## src/sv/zcrs_pkg.sv

```systemverilog
`timescale 1ns / 1ps
// ----------------------------------------------------------------------------
// zcrs_pkg
// Shared types and constants of the zero-crossing relay switch.
// ----------------------------------------------------------------------------
package zcrs_pkg;

    localparam int SAMPLE_BITS_DEF = 24;
    localparam int TIME_BITS_DEF   = 32;

    localparam int DLY_BITS     = 16;
    localparam int STEP_BITS    = $clog2(DLY_BITS);
    localparam int LAG_BITS     = 16;
    localparam int LIMIT_BITS   = 8;
    localparam int THR_BITS     = 23;
    localparam int CFG_W        = 23;
    localparam int CFG_IDX_BITS = 2;
    localparam int STATUS_BITS  = 3;
    localparam int IN_USER_W    = 3;
    localparam int OUT_TDATA_W  = 24;

    localparam logic [LAG_BITS-1:0]   LAG_MIN_RST = 16'd333;
    localparam logic [LAG_BITS-1:0]   LAG_MAX_RST = 16'd555;
    localparam logic [LIMIT_BITS-1:0] LIMIT_RST   = 8'd42;
    localparam logic [THR_BITS-1:0]   THR_RST     = 23'd10;

    typedef enum logic [STATUS_BITS-1:0] {
        ST_IDLE     = 3'd0,
        ST_WAIT     = 3'd1,
        ST_SWITCH   = 3'd2,
        ST_NOLOAD   = 3'd3,
        ST_SENSOR   = 3'd4,
        ST_LAG      = 3'd5,
        ST_MATH     = 3'd6,
        ST_WATCHDOG = 3'd7
    } t_status;

    typedef enum logic [CFG_IDX_BITS-1:0] {
        CFG_LAG_MIN = 2'd0,
        CFG_LAG_MAX = 2'd1,
        CFG_LIMIT   = 2'd2,
        CFG_THR     = 2'd3
    } t_cfg_idx;

    // controller to datapath
    typedef struct packed {
        logic capture;
        logic eval;
        logic mul;
        logic dinit;
        logic dstep;
        logic check;
        logic commit;
    } t_ctl;

    // datapath to controller
    typedef struct packed {
        logic need_div;
        logic out_free;
    } t_sts;

endpackage

```

## src/sv/zero_crossing_relay_switch.sv

```systemverilog
`timescale 1ns / 1ps
// ----------------------------------------------------------------------------
// zero_crossing_relay_switch
// Relay switch timing from the zero crossing of sampled voltage or current.
// ----------------------------------------------------------------------------
// A beat on the slave stream is either a start (arms an on or off request)
// or a sample with its timestamp. Every input beat gives exactly one result
// beat on the master stream: a status, the relay and pump drive levels after
// the beat, and the interpolated delay to switch when the status is switch.
// The configuration port writes the lag window, the sample limit and the
// no-load threshold; write it only while no beat is in flight.
// Most beats are captured, evaluated and committed; a beat that finds a
// crossing inside the lag window also passes a multiply step, the 16-step
// serial divider that yields one delay bit per cycle, and a range check.
// One beat is worked at a time; the next is accepted in the cycle after the
// previous result is loaded into the output register.
// Reset clears the request state, restores the register defaults and
// empties the output. When the receiver stalls, the result waits in the
// output register; one further beat may be accepted and worked, and it
// waits for the register to drain before its result is loaded.
// ----------------------------------------------------------------------------
module zero_crossing_relay_switch
    import zcrs_pkg::*;
#(
    parameter int SAMPLE_BITS = SAMPLE_BITS_DEF,
    parameter int TIME_BITS   = TIME_BITS_DEF
) (
    input  logic                    i_clk,
    input  logic                    i_rst_n,
    // slave stream
    input  logic                    i_s_tvalid,
    output logic                    o_s_tready,
    input  logic [((SAMPLE_BITS+TIME_BITS+7)/8)*8-1:0] i_s_tdata, // sample, time_us
    input  logic [IN_USER_W-1:0]    i_s_tuser,  // cmd, onoff, sample_error
    // master stream
    output logic                    o_m_tvalid,
    input  logic                    i_m_tready,
    output logic [OUT_TDATA_W-1:0]  o_m_tdata,  // relay_on, pump_on, switch_delay_us
    output logic [STATUS_BITS-1:0]  o_m_tuser,  // status
    // configuration
    input  logic                    i_cfg_we,
    input  logic [CFG_IDX_BITS-1:0] i_cfg_idx,
    input  logic [CFG_W-1:0]        i_cfg_data
);

    t_ctl                  ctl;
    t_sts                  sts;
    logic                  relay;
    logic                  pump;
    logic [DLY_BITS-1:0]   delay;

    zcrs_ctl u_ctl (
        .i_clk      (i_clk),
        .i_rst_n    (i_rst_n),
        .i_s_tvalid (i_s_tvalid),
        .o_s_tready (o_s_tready),
        .i_sts      (sts),
        .o_ctl      (ctl)
    );

    zcrs_dp #(
        .SAMPLE_BITS (SAMPLE_BITS),
        .TIME_BITS   (TIME_BITS)
    ) u_dp (
        .i_clk      (i_clk),
        .i_rst_n    (i_rst_n),
        .i_ctl      (ctl),
        .o_sts      (sts),
        .i_cfg_we   (i_cfg_we),
        .i_cfg_idx  (i_cfg_idx),
        .i_cfg_data (i_cfg_data),
        .i_cmd      (i_s_tuser[0]),
        .i_onoff    (i_s_tuser[1]),
        .i_err      (i_s_tuser[2]),
        .i_sample   (i_s_tdata[SAMPLE_BITS-1:0]),
        .i_time     (i_s_tdata[SAMPLE_BITS+TIME_BITS-1:SAMPLE_BITS]),
        .i_m_tready (i_m_tready),
        .o_valid    (o_m_tvalid),
        .o_status   (o_m_tuser),
        .o_relay    (relay),
        .o_pump     (pump),
        .o_delay    (delay)
    );

    assign o_m_tdata = OUT_TDATA_W'({delay, pump, relay});

endmodule

```

## src/sv/zcrs_dp.sv

```systemverilog
`timescale 1ns / 1ps
// ----------------------------------------------------------------------------
// zcrs_dp
// Datapath: request state, crossing check, multiplier, serial divider and
// output register.
// ----------------------------------------------------------------------------
module zcrs_dp
    import zcrs_pkg::*;
#(
    parameter int SAMPLE_BITS = SAMPLE_BITS_DEF,
    parameter int TIME_BITS   = TIME_BITS_DEF
) (
    input  logic                    i_clk,
    input  logic                    i_rst_n,
    input  t_ctl                    i_ctl,
    output t_sts                    o_sts,
    input  logic                    i_cfg_we,
    input  logic [CFG_IDX_BITS-1:0] i_cfg_idx,
    input  logic [CFG_W-1:0]        i_cfg_data,
    input  logic                    i_cmd,
    input  logic                    i_onoff,
    input  logic                    i_err,
    input  logic [SAMPLE_BITS-1:0]  i_sample,
    input  logic [TIME_BITS-1:0]    i_time,
    input  logic                    i_m_tready,
    output logic                    o_valid,
    output logic [STATUS_BITS-1:0]  o_status,
    output logic                    o_relay,
    output logic                    o_pump,
    output logic [DLY_BITS-1:0]     o_delay
);

    localparam int SB     = SAMPLE_BITS;
    localparam int PROD_W = SAMPLE_BITS + DLY_BITS;
    localparam int CMP_W  = (SAMPLE_BITS > THR_BITS) ? SAMPLE_BITS : THR_BITS;

    // configuration
    logic [LAG_BITS-1:0]   r_lag_min;
    logic [LAG_BITS-1:0]   r_lag_max;
    logic [LIMIT_BITS-1:0] r_limit;
    logic [THR_BITS-1:0]   r_thr;

    // request state
    logic                  r_busy;
    logic                  r_target;
    logic [LIMIT_BITS-1:0] r_count;
    logic [SB-1:0]         r_prev_smp;
    logic [TIME_BITS-1:0]  r_prev_tim;
    logic                  r_relay;
    logic                  r_pump;

    // captured beat
    logic                  r_cmd;
    logic                  r_onoff;
    logic                  r_err;
    logic [SB-1:0]         r_smp;
    logic [TIME_BITS-1:0]  r_tim;

    // work registers
    t_status               r_code;
    logic                  r_upd;
    logic [DLY_BITS-1:0]   r_gap16;
    logic [SB-1:0]         r_num;
    logic [SB-1:0]         r_den;
    logic [PROD_W-1:0]     r_prod;
    logic [SB:0]           r_rem;
    logic [DLY_BITS-1:0]   r_quo;

    // output register
    logic                  r_out_valid;
    logic [STATUS_BITS-1:0] r_status;
    logic                  r_relay_o;
    logic                  r_pump_o;
    logic [DLY_BITS-1:0]   r_delay;

    logic                  cur_neg, cur_zero, prev_neg, prev_zero;
    logic [SB-1:0]         cur_abs, prev_abs;
    logic [SB:0]           den_w, den_abs;
    logic [TIME_BITS-1:0]  gap;
    logic                  crossing, lag_bad, limit_hit, mag_big;
    logic [LIMIT_BITS-1:0] cnt_nxt;
    t_status               ev_code;
    logic                  ev_div;
    logic                  ev_upd;
    logic [SB:0]           trial;
    logic                  dv_bit;
    logic [SB:0]           dv_rem;
    logic                  n_relay, n_pump, n_busy;

    // ---------------- evaluation of the captured beat ----------------
    always_comb begin
        cur_neg   = r_smp[SB-1];
        cur_zero  = (r_smp == '0);
        prev_neg  = r_prev_smp[SB-1];
        prev_zero = (r_prev_smp == '0);
        cur_abs   = cur_neg ? (~r_smp + 1'b1) : r_smp;
        prev_abs  = prev_neg ? (~r_prev_smp + 1'b1) : r_prev_smp;
        den_w     = {r_smp[SB-1], r_smp} - {r_prev_smp[SB-1], r_prev_smp};
        den_abs   = den_w[SB] ? (~den_w + 1'b1) : den_w;
        gap       = r_tim - r_prev_tim;
        lag_bad   = (gap > TIME_BITS'(r_lag_max)) || (gap < TIME_BITS'(r_lag_min));
        crossing  = (r_count > LIMIT_BITS'(1))
                    && ((cur_neg != prev_neg) || (cur_zero != prev_zero));
        cnt_nxt   = r_count + 1'b1;
        limit_hit = (cnt_nxt >= r_limit);
        mag_big   = (CMP_W'(cur_abs) > CMP_W'(r_thr));

        ev_code = ST_WAIT;
        ev_div  = 1'b0;
        ev_upd  = 1'b0;
        if (!r_cmd) begin
            ev_code = ST_WAIT;
        end else if (!r_busy) begin
            ev_code = ST_IDLE;
        end else if (r_err) begin
            ev_code = ST_SENSOR;
        end else if (crossing) begin
            if (lag_bad) begin
                ev_code = ST_LAG;
            end else if (den_w == '0) begin
                ev_code = ST_MATH;
            end else begin
                ev_code = ST_SWITCH;
                ev_div  = 1'b1;
            end
        end else begin
            ev_upd = 1'b1;
            if (limit_hit) begin
                ev_code = (r_target || mag_big) ? ST_WATCHDOG : ST_NOLOAD;
            end else begin
                ev_code = ST_WAIT;
            end
        end
    end

    // one restoring step, remainder stays below the divisor
    always_comb begin
        trial  = {r_rem[SB-1:0], r_quo[DLY_BITS-1]};
        dv_bit = (trial >= {1'b0, r_den});
        dv_rem = dv_bit ? (trial - {1'b0, r_den}) : trial;
    end

    // levels after the item
    always_comb begin
        n_busy  = r_busy;
        n_pump  = r_pump;
        n_relay = r_relay;
        if (!r_cmd) begin
            n_busy = 1'b1;
            n_pump = r_onoff;
        end else begin
            case (r_code)
                ST_IDLE, ST_WAIT: begin
                end
                ST_SWITCH: begin
                    n_relay = r_target;
                    n_busy  = 1'b0;
                    n_pump  = 1'b0;
                end
                ST_NOLOAD: begin
                    n_relay = 1'b0;
                    n_busy  = 1'b0;
                    n_pump  = 1'b0;
                end
                default: begin
                    n_busy = 1'b0;
                    n_pump = 1'b0;
                end
            endcase
        end
    end

    assign o_sts.need_div = ev_div;
    assign o_sts.out_free = !r_out_valid || i_m_tready;

    // ---------------- configuration and request state ----------------
    always_ff @(posedge i_clk) begin
        if (!i_rst_n) begin
            r_lag_min <= LAG_MIN_RST;
            r_lag_max <= LAG_MAX_RST;
            r_limit   <= LIMIT_RST;
            r_thr     <= THR_RST;
        end else if (i_cfg_we) begin
            unique case (t_cfg_idx'(i_cfg_idx))
                CFG_LAG_MIN: r_lag_min <= i_cfg_data[LAG_BITS-1:0];
                CFG_LAG_MAX: r_lag_max <= i_cfg_data[LAG_BITS-1:0];
                CFG_LIMIT:   r_limit   <= i_cfg_data[LIMIT_BITS-1:0];
                CFG_THR:     r_thr     <= i_cfg_data[THR_BITS-1:0];
                default: begin
                end
            endcase
        end
    end

    always_ff @(posedge i_clk) begin
        if (!i_rst_n) begin
            r_busy      <= 1'b0;
            r_target    <= 1'b0;
            r_count     <= '0;
            r_prev_smp  <= '0;
            r_prev_tim  <= '0;
            r_relay     <= 1'b0;
            r_pump      <= 1'b0;
            r_out_valid <= 1'b0;
        end else begin
            if (i_ctl.commit) begin
                r_busy      <= n_busy;
                r_pump      <= n_pump;
                r_relay     <= n_relay;
                r_out_valid <= 1'b1;
                if (!r_cmd) begin
                    r_target <= r_onoff;
                    r_count  <= '0;
                end else if (r_upd) begin
                    r_prev_smp <= r_smp;
                    r_prev_tim <= r_tim;
                    r_count    <= cnt_nxt;
                end
            end else if (i_m_tready) begin
                r_out_valid <= 1'b0;
            end
        end
    end

    // ---------------- payload ----------------
    always_ff @(posedge i_clk) begin
        if (i_ctl.capture) begin
            r_cmd   <= i_cmd;
            r_onoff <= i_onoff;
            r_err   <= i_err;
            r_smp   <= i_sample;
            r_tim   <= i_time;
        end
        if (i_ctl.eval) begin
            r_code  <= ev_code;
            r_upd   <= ev_upd;
            r_gap16 <= gap[DLY_BITS-1:0];
            r_num   <= prev_abs;
            r_den   <= den_abs[SB-1:0];
        end
        if (i_ctl.mul) begin
            r_prod <= PROD_W'(r_num) * PROD_W'(r_gap16);
        end
        // quotient is at most the gap, so only the low digits are divided out
        if (i_ctl.dinit) begin
            r_rem <= {1'b0, r_prod[PROD_W-1:DLY_BITS]};
            r_quo <= r_prod[DLY_BITS-1:0];
        end
        if (i_ctl.dstep) begin
            r_rem <= dv_rem;
            r_quo <= {r_quo[DLY_BITS-2:0], dv_bit};
        end
        if (i_ctl.check) begin
            r_code <= (r_quo > r_gap16) ? ST_MATH : ST_SWITCH;
        end
        if (i_ctl.commit) begin
            r_status  <= r_cmd ? r_code : ST_WAIT;
            r_relay_o <= n_relay;
            r_pump_o  <= n_pump;
            r_delay   <= (r_cmd && r_code == ST_SWITCH) ? r_quo : '0;
        end
    end

    assign o_valid  = r_out_valid;
    assign o_status = r_status;
    assign o_relay  = r_relay_o;
    assign o_pump   = r_pump_o;
    assign o_delay  = r_delay;

    // ---------------- checks ----------------
    a_pump_needs_busy: assert property (@(posedge i_clk) disable iff (!i_rst_n)
        r_pump |-> r_busy)
        else $error("pump driven with no request armed");

    a_div_rem: assert property (@(posedge i_clk) disable iff (!i_rst_n)
        i_ctl.dstep |-> (r_rem < {1'b0, r_den}))
        else $error("divider remainder not below divisor");

    a_commit_free: assert property (@(posedge i_clk) disable iff (!i_rst_n)
        i_ctl.commit |-> (!r_out_valid || i_m_tready))
        else $error("result overwrites an untaken beat");

    a_finish_clears: assert property (@(posedge i_clk) disable iff (!i_rst_n)
        (i_ctl.commit && r_cmd && r_code != ST_WAIT && r_code != ST_IDLE)
        |=> (!r_busy && !r_pump))
        else $error("finished request left armed");

endmodule

```

## src/sv/zcrs_ctl.sv

```systemverilog
`timescale 1ns / 1ps
// ----------------------------------------------------------------------------
// zcrs_ctl
// Controller: sequences capture, evaluation, multiply, divide and commit.
// ----------------------------------------------------------------------------
module zcrs_ctl
    import zcrs_pkg::*;
(
    input  logic i_clk,
    input  logic i_rst_n,
    input  logic i_s_tvalid,
    output logic o_s_tready,
    input  t_sts i_sts,
    output t_ctl o_ctl
);

    typedef enum logic [2:0] {
        S_IDLE,
        S_EVAL,
        S_MUL,
        S_DINIT,
        S_DIV,
        S_CHECK,
        S_COMMIT
    } t_state;

    t_state               r_state;
    logic [STEP_BITS-1:0] r_step;
    logic                 r_ready;

    always_ff @(posedge i_clk) begin
        if (!i_rst_n) begin
            r_state <= S_IDLE;
            r_step  <= '0;
            r_ready <= 1'b0;
        end else begin
            unique case (r_state)
                S_IDLE: begin
                    r_ready <= 1'b1;
                    if (r_ready && i_s_tvalid) begin
                        r_state <= S_EVAL;
                        r_ready <= 1'b0;
                    end
                end
                S_EVAL: begin
                    r_state <= i_sts.need_div ? S_MUL : S_COMMIT;
                end
                S_MUL: begin
                    r_state <= S_DINIT;
                end
                S_DINIT: begin
                    r_step  <= '0;
                    r_state <= S_DIV;
                end
                S_DIV: begin
                    r_step <= r_step + 1'b1;
                    if (r_step == STEP_BITS'(DLY_BITS - 1)) begin
                        r_state <= S_CHECK;
                    end
                end
                S_CHECK: begin
                    r_state <= S_COMMIT;
                end
                S_COMMIT: begin
                    if (i_sts.out_free) begin
                        r_state <= S_IDLE;
                        r_ready <= 1'b1;
                    end
                end
                default: begin
                    r_state <= S_IDLE;
                end
            endcase
        end
    end

    always_comb begin
        o_ctl.capture = (r_state == S_IDLE) && r_ready && i_s_tvalid;
        o_ctl.eval    = (r_state == S_EVAL);
        o_ctl.mul     = (r_state == S_MUL);
        o_ctl.dinit   = (r_state == S_DINIT);
        o_ctl.dstep   = (r_state == S_DIV);
        o_ctl.check   = (r_state == S_CHECK);
        o_ctl.commit  = (r_state == S_COMMIT) && i_sts.out_free;
    end

    assign o_s_tready = r_ready;

endmodule

```

## config.mk

```make
export PLATFORM = sky130hd
export DESIGN_NAME = zero_crossing_relay_switch
export DESIGN_NICKNAME = d
export VERILOG_FILES = /design/src/sv/zcrs_pkg.sv /design/src/sv/zero_crossing_relay_switch.sv /design/src/sv/zcrs_dp.sv /design/src/sv/zcrs_ctl.sv
export SDC_FILE = /design/constraint.sdc
export NUM_CORES = 2
export LEC_CHECK = 0
export ABC_CLOCK_PERIOD_IN_PS = 9400
export BUFFER_PORTS_ARGS = -buffer_cell sky130_fd_sc_hd__buf_2
export CELL_PAD_IN_SITES_DETAIL_PLACEMENT = 0
export CELL_PAD_IN_SITES_GLOBAL_PLACEMENT = 1
export CORE_MARGIN = 2
export CORE_UTILIZATION = 45
export CTS_BUF_LIST = sky130_fd_sc_hd__clkbuf_16
export DETAILED_ROUTE_END_ITERATION = 12
export MAX_ROUTING_LAYER = met4
export PLACE_DENSITY = 0.77
export SETUP_SLACK_MARGIN = 0.4
export SLEW_MARGIN = 0
export SYNTH_ARGS = -nofsm -noshare
export SYNTH_HDL_FRONTEND = slang
export SYNTH_HIERARCHICAL = 1
export SYNTH_SLANG_ARGS = --single-unit
```

## constraint.sdc

```tcl
create_clock -name i_clk -period 9.4 [get_ports i_clk]
set_clock_uncertainty 0.1 [all_clocks]
set_input_delay 0.47 -clock i_clk [delete_from_list [all_inputs] [get_ports i_clk]]
set_output_delay 0.47 -clock i_clk [all_outputs]
set_load 0.02 [all_outputs]
```

# Yosys cells after proc, flatten, opt, wreduce, memory -nomap -nowiden
# Cells that the tools add are included.
dict set report classes {
  n_addsub 8
  mul 1
  div 0
  order_cmp 7
  eq_ne 20
  shifts 0
  n_mux 45
  bitwise_logic 5
  n_reduce_logical 33
}
# op count
set op_table {}
lappend op_table {{$mux 24} 5}
lappend op_table {{$add 24x1->24 const B} 3}
lappend op_table {{$not 24->24} 3}
lappend op_table {{$logic_not 24->1} 2}
lappend op_table {{$mux 3} 15}
lappend op_table {{$mul 24x16->40} 1}
lappend op_table {{$gt 32x16->1} 1}
lappend op_table {{$lt 32x16->1} 1}
lappend op_table {{$mux 16} 2}
lappend op_table {{$sub 32x32->32} 1}
lappend op_table {{$ge 25x24->1} 1}
lappend op_table {{$logic_not 25->1} 1}
lappend op_table {{$sub 24x24->25} 1}
lappend op_table {{$gt 24x23->1} 1}
lappend op_table {{$sub 24x24->24} 1}
lappend op_table {{$mux 23} 1}
lappend op_table {{$pmux 3 s7} 1}
lappend op_table {{$gt 16x16->1} 1}
lappend op_table {{$mux 1} 16}
lappend op_table {{$mux 8} 2}
lappend op_table {{$reduce_and 2->1} 8}
lappend op_table {{$eq 3x2->1 const B} 4}
lappend op_table {{$eq 3x3->1 const B} 3}
lappend op_table {{$add 8x1->8 const B} 1}
lappend op_table {{other kinds (22)} 43}
dict set report word_totals {
  register_bits 368
  latch_bits 0
  ram_bits 0
  romBits 0
  inputBits 89
  out_inout_bits 29
  wordCells 152
  n_memories 0
}

# Longest topological paths before layout
dict set report logic_depth {
  ltp_word 13
  mapped_depth 26
  ltp_nobuf 25
}

# Cells and area by module
# Netlist, hierarchy kept.
# module instances cells_per_inst area_each_um2 seq_area_each_um2
set modules_own_cells {}
lappend modules_own_cells {zcrs_dp 1 3622 33385.8 9489.1}
lappend modules_own_cells {zcrs_ctl 1 55 456.7 160.2}
lappend modules_own_cells {zero_crossing_relay_switch 1 9 63.8 0.0}

# Worst setup path after synthesis
# Ideal clock, no wire load.
dict set report synth_timing {
  kind {reg2reg}
  start {register u_ctl.r_state[2]}
  end {register u_dp.r_cmd, enable pin}
  setup_ns 0.625
  t_arrival_ns 6.243
  t_required_ns 8.675
  setup_slack_ns 2.432
  stages_incl_launch_ff 3
  path_buffers 1
  period_less_slack_ns 6.968
  path_cell_list {dfxtp_1 > clkbuf_1 > nor4_1}
}
# element line_no
set synth_lines {}
lappend synth_lines {{start: declaration} zcrs_ctl.sv:27} ;# t_state r_state;
lappend synth_lines {{start signal: assignment} zcrs_ctl.sv:46} ;# r_state <= i_sts.need_div ? S_MUL : S_COMMIT;
lappend synth_lines {{end signal: assignment} zcrs_dp.sv:228} ;# r_cmd <= i_cmd;
lappend synth_lines {{end: declaration} zcrs_dp.sv:53} ;# logic r_cmd;

# Worst setup path after layout
dict set report layout_timing {
  start {register u_dp.r_gap16[5]}
  end {register u_dp.r_prod[27], data pin}
}
dict set report layout_via {
  elab_chain_len 1
}
# element line_no
set layout_lines {}
lappend layout_lines {{start: declaration} zcrs_dp.sv:62} ;# logic [DLY_BITS-1:0] r_gap16;
lappend layout_lines {{start signal: assignment} zcrs_dp.sv:237} ;# r_gap16 <= gap[DLY_BITS-1:0];
lappend layout_lines {{$mul 24x16->40} zcrs_dp.sv:242} ;# r_prod <= PROD_W'(r_num) * PROD_W'(r_gap16);
lappend layout_lines {{end signal: assignment} zcrs_dp.sv:242}
lappend layout_lines {{end: declaration} zcrs_dp.sv:65} ;# logic [PROD_W-1:0] r_prod;
# No other way between the ends.
# A chain may end at the register's enable or synchronous reset.

==> results.yml <==
global_routing:
  grt_use_met1: 0.312
  grt_pass1_vias: 26300
  met3_usage: 0.0303
  met2_usage: 0.394
  busiest_layer: "met2"
  antenna_found_initial: 6
  grt_overflow_total: 0
  grt_max_degree: 108
  track_usage: 0.240
  grt_first_pass_wirelength_mm: 143
floorplanning:
  start_util: 0.455
  top_level_ports: 118
  die_h_um: 278
  dieArea_um2: 77600
  rows: 100
  core-area_um2: 74600
  die_width_um: 278
worst_setup_path:
  r2r_cells: 21
  crit_end: "u_dp/r_prod[27]"
  path_max_fanout: 25
  cp-startpoint: "u_dp/r_gap16[5]"
  crit_path_start_kind: "flip-flop"
  cp.depth: 21
  crit_buf_inv: 3
  cpMaxStageDelayCell: "edfxtp_1"
  r2r-start: "u_dp/r_gap16[5]"
  end_kind: "flip-flop"
  required_ns: 9.63
  reg2reg_to: "u_dp/r_prod[27]"
  r2r_slack_ns: 1.76
  cp_common_cell: "fa_1"
  path_cells: "nand2_1 -> fa_1 -> fa_1 -> inv_1 -> fa_1 -> inv_1 -> fa_1 -> fa_1 -> fa_1 -> inv_1 -> ha_1 -> a21o_1 -> a21oi_1 -> nor2b_1 -> a311oi_1 -> o31ai_1 -> a221o_1 -> a21o_1 -> a21oi_1 -> nor4b_1 -> a211o_1"
  cp_top_family: "adder cells"
  cpPeakStageDelay_ns: 0.98
  path_class: "flip-flop to flip-flop"
  crit_arrival_ns: 7.87
drt:
  drt_iter0_drc: 1608
  ant_nets: 0
  routed_via_density: 5.36
  vias: 25700
  wl_per_cell_um: 18.5
  postRouteWirelength_mm: 88.5
  drc: 0
  drt_first_pass_iters: 5
yosys:
  syn_area_um2: 33900
  synth_edf_count: 228
  yosys.area.top_type: "edfxtp_1"
  syn-instance-count: 3686
  yosys_warnings: 6
  ys_top_cells_by_area: "edfxtp_1 (20%), fa_1 (18%), ha_1 (10%)"
  synth_ff_type: "edfxtp_1"
  ys_seq_elements: 368
  yosysSeqAreaShare: 0.285
  synth_most_common_cell: "nand2_1"
  synth_cell_type_count: 102
  netlist_top_cells_count: "nand2_1 (574), inv_1 (561), fa_1 (309)"
  synth_top_area_frac: 0.202
  synth-async-reset-ratio: 0
  postSynthAreaPerCell_um2: 9.20
finish:
  final_util: 0.501
  area_growth_pct: 10.1
  drive_gt1_frac: 0.0720
  instances_no_fill: 4791
  fin_nets: 4459
clock_network:
  cts_tree: "done"
  insertion_delay_ns: 0.59
  h-tree-depth: 2
  cts_made_buffers: 43
  clock-sinks: 368
  clk_pin_slew_ns: 0.06
  ctsRootBufferMaster: "clkbuf_16"
  post_cts_buffers: 0
  clock_path_buffers: 3
status:
  status: "complete, no violations"
sta:
  finalCriticalPeriod_ns: 7.64
  rsz0062_at_grt: "no"
  worstMarginPinSlew_ns: 1.05
  maxSlewHeadroom: 0.298
  fmax_ghz: 0.131
  final.setup.tns_ns: 0
  fin_crit_sh: 0.813
  finalHoldViolations: 0
  setup_violations: 0
  drv_slew: 0
worst_hold_path:
  hp-class: "primary input to flip-flop"
placement:
  place_hpwl_mm: 67.8
  io_buffers: 111
  place_congestion: 0.894
  post-place-cells: 4650
run:
  maxCapViolations: 0
-- cell usage in the layout (no fill, tap or decap), drive strengths merged, types with 12 or more instances in the layout --
cell type,count
a211oi,19
nor4,18
fa,309
o31ai,22
o21bai,15
clkbuf,43
a21oi,148
or2,13
buf,138
xnor2,111
mux2,19
and2,189
xor2,45
dlygate4sd3,59
ha,276
nor2,137
inv,571
o211ai,26
nand4,29
o21ai,101
nor3,46
a31oi,20
nand3,37
and3,18
clkinv,19
dfxtp,140
edfxtp,228
nor2b,29
mux2i,30
a21boi,110
o21a,27
o41ai,12
a21o,65
nand2,574
nand2b,20
-- stage by stage --
| step | setup WS, ns | hold slack (ns) | cell area, um^2 |
|---|---|---|---|
| 6_report | 1.76 | 0.0429 | 37300 |
| 5_1_grt | 1.37 | 0.0321 | 37300 |
| 4_1_cts | 1.84 | 0.0163 | 37300 |
| 3_5_place_dp | 1.89 | 0.356 | 35300 |
| 3_3_place_gp | 1.93 | 0.354 | 35300 |
| 2_1_floorplan | 2.43 | 0.341 | 33900 |
-- timing repair --
item | in CTS | in global routing
resized for setup | 0 | 0
hold buffers | 59 | 0
hold endpoints to repair | 59 | 0
-- worst reg2reg max path, cell delays in order (launching register included) --
cell and delay [ns]:
edfxtp_1 0.98, nand2_1 0.19, fa_1 0.52, fa_1 0.54, inv_1 0.05, fa_1 0.49
inv_1 0.05, fa_1 0.46, fa_1 0.54, fa_1 0.55, inv_1 0.04, ha_1 0.35
a21o_1 0.20, a21oi_1 0.16, nor2b_1 0.06, a311oi_1 0.57, o31ai_1 0.26, a221o_1 0.46
a21o_1 0.21, a21oi_1 0.25, nor4b_1 0.10, a211o_1 0.23
-- per-layer routing --
metal | part of all wire | up-vias
li1 | - | 12400
met1 | 0.44 | 12600
met2 | 0.48 | 605
met3 | 0.049 | 135
met4 | 0.030 | 0
met5 | 0 | -
-- flip-flops by register name, indices dropped and copies added, names as in the netlist, 23 cells and up --
register	cells
u_dp/r_den	24
u_dp/r_num	24
u_dp/r_prev_smp	24
u_dp/r_prev_tim	32
u_dp/r_prod	40
u_dp/r_rem	24
u_dp/r_smp	24
u_dp/r_thr	23
u_dp/r_tim	32
-- worst min-delay path by stage --
stage                                 start           endpoint  slack, ns  cells past startpoint
after floorplan           u_dp/r_lag_min[0]  u_dp/r_lag_min[0]       0.34                      2
after global placement       u_dp/r_thr[21]     u_dp/r_thr[21]       0.35                      2
after detailed placement  u_dp/r_lag_min[0]  u_dp/r_lag_min[0]       0.36                      2
after CTS                    i_cfg_data[20]     u_dp/r_thr[20]       0.02                      3
after global routing         i_cfg_data[22]     u_dp/r_thr[22]       0.03                      3
final                        i_cfg_data[20]     u_dp/r_thr[20]       0.04                      3
-- area by class of cell --
class,count,area [um^2]
multi-input combinational,2613,21600
clock inverter,37,334
inverter,562,2110
fill,7070,37200
clock buffer,43,1080
antenna,2,5.00
sequential,368,9650
tap,969,1210
timing repair buffer,197,1350
-- logic make-up (layout without fill, tap and decap cells) --
logic type	after synthesis	in the layout	share of synthesized area
other	1	8	0.000111
and+or+nand+nor	1169	1169	0.165
AOI/OAI and AO/OA	648	648	0.130
muxes	49	49	0.0152
adders and majority gates	585	585	0.284
buffers and inverters	710	839	0.0804
DFF	368	368	0.285
xor gates and xnor gates	156	156	0.0403
Power is not shown: default switching activity piles up to over one toggle a cycle in this logic, so the estimate is an artifact.
